### src/design/mmts_pkg.sv
// mmts_pkg: shared constants, command/status types and character classes
// for the markup tag stripper. No dependencies.
`timescale 1ns / 1ps

package mmts_pkg;

    // tag store sizing
    localparam int TAG_CHARS = 32;
    localparam int TAG_AW    = $clog2(TAG_CHARS);
    localparam int LEN_W     = $clog2(TAG_CHARS + 1);

    // character codes
    localparam logic [7:0] CH_LT    = 8'h3C;
    localparam logic [7:0] CH_GT    = 8'h3E;
    localparam logic [7:0] CH_W     = 8'h57;
    localparam logic [7:0] CH_T     = 8'h54;
    localparam logic [7:0] CH_SP    = 8'h20;
    localparam logic [7:0] CH_COMMA = 8'h2C;
    localparam logic [7:0] CH_SEMI  = 8'h3B;
    localparam logic [7:0] CH_DOT   = 8'h2E;
    localparam logic [7:0] CH_QUES  = 8'h3F;
    localparam logic [7:0] CH_EXCL  = 8'h21;
    localparam logic [7:0] CH_RPAR  = 8'h29;
    localparam logic [7:0] CH_APOS  = 8'h27;
    localparam logic [7:0] CH_QUOT  = 8'h22;

    // output operation requested by the controller
    typedef enum logic [2:0] {
        OUT_NONE,
        OUT_EMIT,
        OUT_FLUSH,
        OUT_DIRECT,
        OUT_BARE
    } t_out_op;

    // source of a character that enters the hold stage
    typedef enum logic [1:0] {
        SRC_CHAR,
        SRC_LT,
        SRC_BODY,
        SRC_GT
    } t_emit_src;

    // controller to datapath commands
    typedef struct packed {
        logic      accept;
        t_out_op   out_op;
        t_emit_src src;
        logic      last;
        logic      end_text;
        logic      idx_inc;
        logic      idx_clr;
    } t_cmd;

    // datapath to controller status
    typedef struct packed {
        logic show;
        logic in_lt;
        logic in_gt;
        logic in_last;
        logic in_tag;
        logic wt;
        logic held_valid;
        logic out_free;
        logic idx_done;
        logic last;
    } t_stat;

    // characters that trigger a take-back after a removed tag
    function automatic logic follows_removal(input logic [7:0] c);
        return (c inside {CH_SP, CH_COMMA, CH_SEMI, CH_DOT, CH_QUES,
                          CH_EXCL, CH_RPAR, CH_APOS, CH_QUOT});
    endfunction

endpackage

### src/design/mmts_if.sv
// mmts_in_if / mmts_out_if: valid/ready item channels of the tag stripper.
// Standalone, no package dependency.
`timescale 1ns / 1ps

interface mmts_in_if;
    logic       valid;
    logic       ready;
    logic [7:0] in_char;
    logic       in_last;

    modport source (output valid, output in_char, output in_last, input ready);
    modport sink   (input valid, input in_char, input in_last, output ready);
endinterface

interface mmts_out_if;
    logic       valid;
    logic       ready;
    logic [7:0] out_char;
    logic       has_char;
    logic       out_last;

    modport source (output valid, output out_char, output has_char, output out_last,
                    input ready);
    modport sink   (input valid, input out_char, input has_char, input out_last,
                    output ready);
endinterface

### src/design/mmts_ctrl.sv
// mmts_ctrl: sequencing state machine of the tag stripper.
// Depends on mmts_pkg; drives t_cmd to mmts_dp and reads t_stat back.
`timescale 1ns / 1ps

module mmts_ctrl import mmts_pkg::*; (
    input  logic  i_clk,
    input  logic  i_rst_n,
    input  logic  i_in_valid,
    input  t_stat i_stat,
    output logic  o_in_ready,
    output t_cmd  o_cmd
);

    typedef enum logic [2:0] {
        S_IDLE,
        S_PASS,
        S_CHAR,
        S_LT,
        S_BODY,
        S_GT,
        S_FINAL
    } t_state;

    t_state r_state, n_state;
    logic   r_in_ready;
    t_cmd   cmd;
    logic   can_emit;
    t_state acc_end;
    t_state item_end;

    // an emit needs the output slot only when a held character is pushed out
    assign can_emit = !i_stat.held_valid || i_stat.out_free;
    assign acc_end  = i_stat.in_last ? S_FINAL : S_IDLE;
    assign item_end = i_stat.last ? S_FINAL : S_IDLE;

    // next state and commands
    always_comb begin
        n_state      = r_state;
        cmd.accept   = 1'b0;
        cmd.out_op   = OUT_NONE;
        cmd.src      = SRC_CHAR;
        cmd.last     = 1'b0;
        cmd.end_text = 1'b0;
        cmd.idx_inc  = 1'b0;
        cmd.idx_clr  = 1'b0;
        case (r_state)
            S_IDLE: begin
                cmd.idx_clr = 1'b1;
                if (i_in_valid && r_in_ready) begin
                    cmd.accept = 1'b1;
                    if (i_stat.show) begin
                        n_state = S_PASS;
                    end else if (i_stat.in_lt) begin
                        n_state = acc_end;
                    end else if (i_stat.in_gt) begin
                        n_state = i_stat.wt ? acc_end : S_LT;
                    end else if (i_stat.in_tag) begin
                        n_state = acc_end;
                    end else begin
                        n_state = S_CHAR;
                    end
                end
            end
            S_PASS: begin
                if (i_stat.out_free) begin
                    if (i_stat.held_valid) begin
                        cmd.out_op = OUT_FLUSH;
                    end else begin
                        cmd.out_op   = OUT_DIRECT;
                        cmd.last     = i_stat.last;
                        cmd.end_text = i_stat.last;
                        n_state      = S_IDLE;
                    end
                end
            end
            S_CHAR: begin
                if (can_emit) begin
                    cmd.out_op = OUT_EMIT;
                    cmd.src    = SRC_CHAR;
                    n_state    = item_end;
                end
            end
            S_LT: begin
                if (can_emit) begin
                    cmd.out_op = OUT_EMIT;
                    cmd.src    = SRC_LT;
                    n_state    = S_BODY;
                end
            end
            S_BODY: begin
                if (i_stat.idx_done) begin
                    n_state = S_GT;
                end else if (can_emit) begin
                    cmd.out_op  = OUT_EMIT;
                    cmd.src     = SRC_BODY;
                    cmd.idx_inc = 1'b1;
                end
            end
            S_GT: begin
                if (can_emit) begin
                    cmd.out_op = OUT_EMIT;
                    cmd.src    = SRC_GT;
                    n_state    = item_end;
                end
            end
            S_FINAL: begin
                if (i_stat.out_free) begin
                    cmd.out_op   = i_stat.held_valid ? OUT_FLUSH : OUT_BARE;
                    cmd.last     = 1'b1;
                    cmd.end_text = 1'b1;
                    n_state      = S_IDLE;
                end
            end
            default: begin
                n_state = S_IDLE;
            end
        endcase
    end

    // state and registered ready
    always_ff @(posedge i_clk) begin
        if (!i_rst_n) begin
            r_state    <= S_IDLE;
            r_in_ready <= 1'b1;
        end else begin
            r_state    <= n_state;
            r_in_ready <= (n_state == S_IDLE);
        end
    end

    assign o_in_ready = r_in_ready;
    assign o_cmd      = cmd;

endmodule

### src/design/mmts_dp.sv
// mmts_dp: tag store, hold stage, text state and output register of the
// tag stripper. Depends on mmts_pkg; commanded by mmts_ctrl.
`timescale 1ns / 1ps

module mmts_dp import mmts_pkg::*; (
    input  logic       i_clk,
    input  logic       i_rst_n,
    input  logic       i_cfg_we,
    input  logic       i_cfg_wdata,
    input  logic [7:0] i_in_char,
    input  logic       i_in_last,
    input  t_cmd       i_cmd,
    input  logic       i_out_ready,
    output t_stat      o_stat,
    output logic       o_out_valid,
    output logic [7:0] o_out_char,
    output logic       o_has_char,
    output logic       o_out_last
);

    logic [7:0]     mem [TAG_CHARS];
    logic [7:0]     r_rd_data;
    logic           r_show;
    logic [7:0]     r_c;
    logic           r_last;
    logic [LEN_W-1:0] r_len;
    logic [LEN_W-1:0] r_idx, n_idx;
    logic           r_in_tag;
    logic           r_lws;
    logic           r_check;
    logic [7:0]     r_held_char;
    logic           r_held_valid;
    logic [7:0]     r_c0, r_c1;
    logic           r_out_valid;
    logic [7:0]     r_out_char;
    logic           r_out_has;
    logic           r_out_last;

    logic           out_free;
    logic           in_lt, in_gt;
    logic           strip_acc;
    logic           tag_wr;
    logic           wt;
    logic           emit;
    logic [7:0]     emit_val;
    logic           push;
    logic [7:0]     push_char;
    logic           push_has;

    assign out_free  = !r_out_valid || i_out_ready;
    assign in_lt     = (i_in_char == CH_LT);
    assign in_gt     = (i_in_char == CH_GT);
    assign strip_acc = i_cmd.accept && !r_show;
    assign tag_wr    = strip_acc && !in_lt && !in_gt && r_in_tag
                       && (r_len < LEN_W'(TAG_CHARS));
    assign wt        = (r_len >= LEN_W'(2)) && (r_c0 == CH_W) && (r_c1 == CH_T);
    assign emit      = (i_cmd.out_op == OUT_EMIT);

    // character entering the hold stage
    always_comb begin
        case (i_cmd.src)
            SRC_CHAR: emit_val = r_c;
            SRC_LT:   emit_val = CH_LT;
            SRC_BODY: emit_val = r_rd_data;
            SRC_GT:   emit_val = CH_GT;
            default:  emit_val = r_c;
        endcase
    end

    // what goes to the output register
    always_comb begin
        push      = 1'b0;
        push_char = r_held_char;
        push_has  = 1'b1;
        case (i_cmd.out_op)
            OUT_EMIT:   push = r_held_valid;
            OUT_FLUSH:  push = 1'b1;
            OUT_DIRECT: begin
                push      = 1'b1;
                push_char = r_c;
            end
            OUT_BARE: begin
                push      = 1'b1;
                push_char = 8'h00;
                push_has  = 1'b0;
            end
            default:    push = 1'b0;
        endcase
    end

    // replay index
    always_comb begin
        n_idx = r_idx;
        if (i_cmd.idx_clr) begin
            n_idx = '0;
        end else if (i_cmd.idx_inc) begin
            n_idx = r_idx + LEN_W'(1);
        end
    end

    // control state
    always_ff @(posedge i_clk) begin
        if (!i_rst_n) begin
            r_show       <= 1'b0;
            r_len        <= '0;
            r_idx        <= '0;
            r_in_tag     <= 1'b0;
            r_lws        <= 1'b0;
            r_check      <= 1'b0;
            r_held_valid <= 1'b0;
            r_out_valid  <= 1'b0;
        end else begin
            if (i_cfg_we) begin
                r_show <= i_cfg_wdata;
            end
            r_idx <= n_idx;
            // output register
            if (push) begin
                r_out_valid <= 1'b1;
            end else if (i_out_ready) begin
                r_out_valid <= 1'b0;
            end
            // hold stage valid
            if (strip_acc) begin
                if (r_check && follows_removal(i_in_char) && r_lws) begin
                    r_held_valid <= 1'b0;
                end
            end else if (emit) begin
                r_held_valid <= 1'b1;
            end else if (i_cmd.out_op == OUT_FLUSH) begin
                r_held_valid <= 1'b0;
            end
            // tag parsing
            if (i_cmd.accept) begin
                if (r_show) begin
                    r_check <= 1'b0;
                end else begin
                    r_check <= in_gt && wt;
                    if (in_lt) begin
                        r_in_tag <= 1'b1;
                        r_len    <= '0;
                    end else if (in_gt) begin
                        r_in_tag <= 1'b0;
                    end else if (tag_wr) begin
                        r_len <= r_len + LEN_W'(1);
                    end
                end
            end
            if (emit && (i_cmd.src == SRC_CHAR)) begin
                r_lws <= (r_c == CH_SP);
            end
            // end of text returns to a fresh start
            if (i_cmd.end_text) begin
                r_len    <= '0;
                r_in_tag <= 1'b0;
                r_lws    <= 1'b0;
                r_check  <= 1'b0;
            end
        end
    end

    // payload registers and tag store
    always_ff @(posedge i_clk) begin
        if (i_cmd.accept) begin
            r_c    <= i_in_char;
            r_last <= i_in_last;
        end
        if (tag_wr) begin
            mem[r_len[TAG_AW-1:0]] <= i_in_char;
            if (r_len == LEN_W'(0)) begin
                r_c0 <= i_in_char;
            end
            if (r_len == LEN_W'(1)) begin
                r_c1 <= i_in_char;
            end
        end
        r_rd_data <= mem[n_idx[TAG_AW-1:0]];
        if (emit) begin
            r_held_char <= emit_val;
        end
        if (push) begin
            r_out_char <= push_char;
            r_out_has  <= push_has;
            r_out_last <= i_cmd.last;
        end
    end

    assign o_stat.show       = r_show;
    assign o_stat.in_lt      = in_lt;
    assign o_stat.in_gt      = in_gt;
    assign o_stat.in_last    = i_in_last;
    assign o_stat.in_tag     = r_in_tag;
    assign o_stat.wt         = wt;
    assign o_stat.held_valid = r_held_valid;
    assign o_stat.out_free   = out_free;
    assign o_stat.idx_done   = (r_idx == r_len);
    assign o_stat.last       = r_last;

    assign o_out_valid = r_out_valid;
    assign o_out_char  = r_out_char;
    assign o_has_char  = r_out_has;
    assign o_out_last  = r_out_last;

    // a result is only written into a free output register
    a_push_free: assert property (@(posedge i_clk) disable iff (!i_rst_n)
        push |-> out_free) else $error("push into occupied output register");

    // an emit always leaves a character in the hold stage
    a_emit_held: assert property (@(posedge i_clk) disable iff (!i_rst_n)
        emit |=> r_held_valid) else $error("hold stage empty after emit");

    // replay never reads past the stored tag text
    a_idx_bound: assert property (@(posedge i_clk) disable iff (!i_rst_n)
        i_cmd.idx_inc |-> (r_idx < r_len)) else $error("replay index overrun");

endmodule

### src/design/markup_morph_tag_stripper.sv
// Top level of the markup tag stripper: strips tags that begin with "WT" from
// a character stream, one item at a time. In strip mode a plain character is
// accepted, then moved into the hold stage; characters inside a tag, '<' and
// the '>' of a removed tag are only accepted; a kept tag is replayed as '<',
// the stored characters one entry a cycle from the tag store while the output
// does not stall, and '>'; the end of a text adds a final flush. In pass mode
// a character goes straight out, after a held character is released first.
// The output register stalls the sequencer only when a result must leave while
// the previous one has not been taken. In strip mode output lags by one
// character, held back for a possible take-back after a removed tag.
// Depends on mmts_pkg, mmts_if, mmts_ctrl and mmts_dp.
`timescale 1ns / 1ps

module markup_morph_tag_stripper import mmts_pkg::*; (
    input  logic      i_clk,
    input  logic      i_rst_n,
    input  logic      i_cfg_we,
    input  logic      i_cfg_wdata,
    mmts_in_if.sink   i_in,
    mmts_out_if.source o_out
);

    t_cmd  cmd;
    t_stat stat;
    logic  in_ready;

    // sequencer
    mmts_ctrl u_ctrl (
        .i_clk      (i_clk),
        .i_rst_n    (i_rst_n),
        .i_in_valid (i_in.valid),
        .i_stat     (stat),
        .o_in_ready (in_ready),
        .o_cmd      (cmd)
    );

    // datapath
    mmts_dp u_dp (
        .i_clk       (i_clk),
        .i_rst_n     (i_rst_n),
        .i_cfg_we    (i_cfg_we),
        .i_cfg_wdata (i_cfg_wdata),
        .i_in_char   (i_in.in_char),
        .i_in_last   (i_in.in_last),
        .i_cmd       (cmd),
        .i_out_ready (o_out.ready),
        .o_stat      (stat),
        .o_out_valid (o_out.valid),
        .o_out_char  (o_out.out_char),
        .o_has_char  (o_out.has_char),
        .o_out_last  (o_out.out_last)
    );

    assign i_in.ready = in_ready;

endmodule
### src/flat_wrapper.sv
// flat-port wrapper written by rule: the top's interface ports become plain ports
module markup_morph_tag_stripper_flat import mmts_pkg::*;
  (i_clk, i_rst_n, i_cfg_we, i_cfg_wdata, i_in_valid, i_in_in_char, i_in_in_last, i_in_ready, o_out_valid, o_out_out_char, o_out_has_char, o_out_out_last, o_out_ready);
  mmts_in_if i_in_i ();
  mmts_out_if o_out_i ();
  input  logic i_clk;
  input  logic i_rst_n;
  input  logic i_cfg_we;
  input  logic i_cfg_wdata;
  input wire logic [$bits(i_in_i.valid)-1:0] i_in_valid;
  input wire logic [$bits(i_in_i.in_char)-1:0] i_in_in_char;
  input wire logic [$bits(i_in_i.in_last)-1:0] i_in_in_last;
  output wire logic [$bits(i_in_i.ready)-1:0] i_in_ready;
  output wire logic [$bits(o_out_i.valid)-1:0] o_out_valid;
  output wire logic [$bits(o_out_i.out_char)-1:0] o_out_out_char;
  output wire logic [$bits(o_out_i.has_char)-1:0] o_out_has_char;
  output wire logic [$bits(o_out_i.out_last)-1:0] o_out_out_last;
  input wire logic [$bits(o_out_i.ready)-1:0] o_out_ready;
  assign i_in_i.valid = i_in_valid;
  assign i_in_i.in_char = i_in_in_char;
  assign i_in_i.in_last = i_in_in_last;
  assign i_in_ready = i_in_i.ready;
  assign o_out_valid = o_out_i.valid;
  assign o_out_out_char = o_out_i.out_char;
  assign o_out_has_char = o_out_i.has_char;
  assign o_out_out_last = o_out_i.out_last;
  assign o_out_i.ready = o_out_ready;
  markup_morph_tag_stripper u_core (.i_clk(i_clk), .i_rst_n(i_rst_n), .i_cfg_we(i_cfg_we), .i_cfg_wdata(i_cfg_wdata), .i_in(i_in_i), .o_out(o_out_i));
endmodule
### config.mk
export PLATFORM = sky130hd
export DESIGN_NAME = markup_morph_tag_stripper_flat
export DESIGN_NICKNAME = d
export VERILOG_FILES = /design/src/design/mmts_pkg.sv /design/src/design/mmts_if.sv /design/src/design/mmts_ctrl.sv /design/src/design/mmts_dp.sv /design/src/design/markup_morph_tag_stripper.sv /design/src/flat_wrapper.sv
export SDC_FILE = /design/constraint.sdc
export NUM_CORES = 1
export LEC_CHECK = 0
export ABC_AREA = 1
export BUFFER_PORTS_ARGS = -buffer_cell sky130_fd_sc_hd__buf_2
export CAP_MARGIN = 20
export CORE_MARGIN = 8
export CORE_UTILIZATION = 40
export DETAILED_ROUTE_END_ITERATION = 10
export GPL_ROUTABILITY_DRIVEN = 0
export PLACE_DENSITY = 0.6
export SETUP_SLACK_MARGIN = 0.05
export SYNTH_ARGS = -nofsm -noshare
export SYNTH_HDL_FRONTEND = slang
export SYNTH_SLANG_ARGS = --single-unit
export TNS_END_PERCENT = 5
### constraint.sdc
create_clock -name i_clk -period 3.3 [get_ports i_clk]
set_clock_uncertainty 0.05 [all_clocks]
set_input_delay 0.495 -clock i_clk [delete_from_list [all_inputs] [get_ports i_clk]]
set_output_delay 0.495 -clock i_clk [all_outputs]
set_load 0.01 [all_outputs]
==> flow_metrics.py <==
metrics = {
    "worst_hold_path": {
        "hp-class": "in -> reg",
        "hold_depth": 2,
        "min_from": "i_cfg_we",
        "min_to": "u_core.u_dp.r_show",
    },
    "detailed_routing": {
        "viasPerCell": 5.243,
        "drtIter0Drc": 1042,
        "vias": 10830,
        "wl_per_cell_microns": 19.46,
        "wl_mm": 40.20,
        "drtAntennaViolNets": 0,
        "dr.pass1.iters": 5,
        "drc": 0,
    },
    "global_routing": {
        "grt_overflow": 0,
        "grt_pass1_wl_mm": 61.82,
        "grt_antenna_before_repair": 3,
        "track_usage_pct": 18.07,
        "grt_pass1_vias": 10310,
        "grt_max_degree": 109,
    },
    "synth": {
        "avgSynthCellArea_sq_um": 9.966,
        "netlist_area_sq_um": 15000,
        "yosys.area.top_type": "edfxtp_1",
        "ys_ff_latch": 329,
        "synth_top_area_share_pct": 59.86,
        "synth_cells": 1505,
        "synth_warnings": 0,
        "synth_cell_type_count": 41,
        "yosysSeqAreaShare_pct": 63.87,
        "syn-num-nets": 1525,
        "netlist_top_cells_area": "edfxtp_1 60%, nand3_1 7.9%, inv_1 7.7%",
    },
    "timing": {
        "layout_min_cycle_time_ps": 2760,
        "hold_ws_ps": 130.4,
        "clock.fmax_mhz": 362.4,
        "timing.setup.tns_ps": 0,
        "drv_slew": 0,
        "hold_viol": 0,
        "max_slew_margin_pct": 40.60,
        "setup_ws_ps": 540.4,
        "fin_crit_sh_pct": 83.62,
        "rsz0062_at_grt": "false",
        "tightest_slew_ps": 887.7,
        "setup_viol": 0,
    },
    "cts": {
        "cts_resized": 0,
        "cts_tree": "done",
        "cts_sinks": 329,
        "numCtsBuffers": 37,
        "cts_hold_buf": 0,
        "clkLatencyLatePin_ps": 530,
        "path_clk_slew_ps": 60,
        "cts_setup_buffers": 0,
        "clk_root_buffer_cell": "clkbuf_16",
        "clock_path_buffers": 3,
        "htreeDepth": 2,
    },
    "final_layout": {
        "syn_to_final_growth_pct": 14.57,
        "layout_commonest_cell": "inv_1",
        "drive_gt1_share_pct": 11.32,
        "multiInputGateArea_sq_um": 3819,
        "n_fill_cell": 3426,
        "final_nets": 1584,
        "layout_common_cells": "306 x inv_1, 299 x edfxtp_1, 240 x nand2_1",
        "seq_area_sq_um": 9579,
    },
    "critical_path": {
        "endpoint_kind": "register",
        "timing.rr.start": "u_core.u_dp.r_len[2]",
        "critPathArrivalTime_ps": 3180,
        "critical_path_class": "reg -> reg",
        "startpoint_type": "register",
        "r2r_slack_ps": 540,
        "cp.required_ps": 3720,
        "r2r_cells": 14,
        "r2r-end": "u_core.u_dp.r_rd_data[7]",
        "crit_path_max_fanout": 18,
    },
    "pwr": {
        "power.leakage_nw": 7.244,
        "peakVddDrop_v": 0.0003302,
        "p_per_area_nw_per_um2": 549.8,
    },
    "floorplanning": {
        "start_util_pct": 40.20,
        "core-area_sq_um": 37310,
        "die_y_microns": 209.6,
        "dieArea_sq_um": 43950,
        "top_level_ports": 27,
        "die_w_microns": 209.6,
        "rows": 71,
    },
    "status": {
        "status": "complete, no violations",
    },
    "placed_design": {
        "dp_hpwl_mm": 24.77,
        "place_ws_ps": 443.5,
        "port_buffers": 26,
    },
    "flow_run": {
        "drv_cap": 0,
    },
}
==> report_power, final <==
group	switching, W	internal [W]	total, W
Sequential	0.0000344	0.00466	0.00470
Clock	0.00159	0.00249	0.00408
Combinational	0.000532	0.000134	0.000666
Total	0.00216	0.00729	0.00945
==> cells by family after synthesis <==
| group | Yosys count | synth area share [%] |
|---|---|---|
| AO/OA/AOI/OAI | 52 | 1.936 |
| XOR/XNOR | 2 | 0.1168 |
| adder cells (fa/ha/maj) | 5 | 0.4171 |
| buffers and inverters | 404 | 10.85 |
| flip-flops | 329 | 63.87 |
| AND/OR/NAND/NOR | 713 | 22.81 |
==> layer usage <==
metal	global-route usage (%)	wire, microns	up-vias
li1	-	-	5181
met1	24.37	17170	5127
met2	27.60	18160	440
met3	4.221	3313	83
met4	7.801	1540	2
met5	0	13	-
==> worst max path at each step <==
| stage | slack [ps] | cells after the start | end | startpoint |
|---|---|---|---|---|
| 2_1_floorplan | 410 | 11 | u_core.u_dp.o_has_char | o_out_ready |
| 3_3_place_gp | 500 | 15 | u_core.u_dp.r_rd_data[7] | o_out_ready |
| 3_5_place_dp | 440 | 13 | u_core.u_dp.r_rd_data[7] | o_out_ready |
| 4_1_cts | 530 | 14 | u_core.u_dp.r_rd_data[7] | u_core.u_dp.r_len[2] |
| 5_1_grt | 260 | 14 | u_core.u_dp.r_rd_data[7] | u_core.u_dp.r_len[2] |
| 6_report | 540 | 14 | u_core.u_dp.r_rd_data[7] | u_core.u_dp.r_len[2] |
==> worst max-delay path: stages (launching register included) <==
cell and delay (ps):
dfxtp_1 490, inv_2 130, nand2_1 80, nand2_1 40
nor2_1 130, nand3_2 180, nand3_4 160, nor3_2 60
a21oi_1 160, nand2_2 290, inv_2 400, nand3_1 290
nand2_1 120, nand2_1 60, nand2_1 70
==> cells in the mapped netlist (all sizes together) <==
library cell  count
a21oi            20
a221oi            1
a22o              1
a22oi             1
a31oi             2
buf              71
clkbuf            8
clkinv            2
dfxtp            30
edfxtp          299
ha                5
inv             323
nand2           243
nand3           245
nand3b            1
nand4           133
nor2             75
nor3              7
nor3b             2
nor4              4
o211ai            2
o21ai            21
o221ai            1
o22ai             1
o311ai            1
o32ai             1
or2               3
xor2              2
==> state kept, by name (all words and copies together), names as in the netlist <==
name,flops
u_core.u_ctrl.o_in_ready,1
u_core.u_ctrl.r_state,3
u_core.u_dp.mem,256
u_core.u_dp.o_has_char,1
u_core.u_dp.o_out_char,8
u_core.u_dp.o_out_last,1
u_core.u_dp.o_out_valid,1
u_core.u_dp.r_c,8
u_core.u_dp.r_c0,8
u_core.u_dp.r_c1,8
u_core.u_dp.r_check,1
u_core.u_dp.r_held_char,8
u_core.u_dp.r_held_valid,1
u_core.u_dp.r_idx,6
u_core.u_dp.r_in_tag,1
u_core.u_dp.r_last,1
u_core.u_dp.r_len,6
u_core.u_dp.r_lws,1
u_core.u_dp.r_rd_data,8
u_core.u_dp.r_show,1
==> cell type report <==
type,count,area share [%]
diodes,2,0.02913
flip-flops and latches,329,55.75
clock inverters,15,1.012
repair buffers,99,4.456
inverters,325,7.100
multi-input cells,772,22.22
clock buffers,50,5.978
well taps,474,3.452
==> through the flow <==
| step | instance area, sq um | util (%) | power, W | cells |
|---|---|---|---|---|
| finish | 17180 | 46.05 | 0.009448 | 2066 |
| global route | 17180 | 46.05 | 0.009752 | 2065 |
| CTS | 17180 | 46.04 | 0.009524 | 2064 |
| detailed placement | 15980 | 42.82 | 0.005455 | 1999 |
| global placement | 15980 | 42.82 | 0.005446 | 1999 |
| floorplan | 15000 | - | 0.005159 | 1505 |
Note: power is estimated with default switching activity, not from simulation.
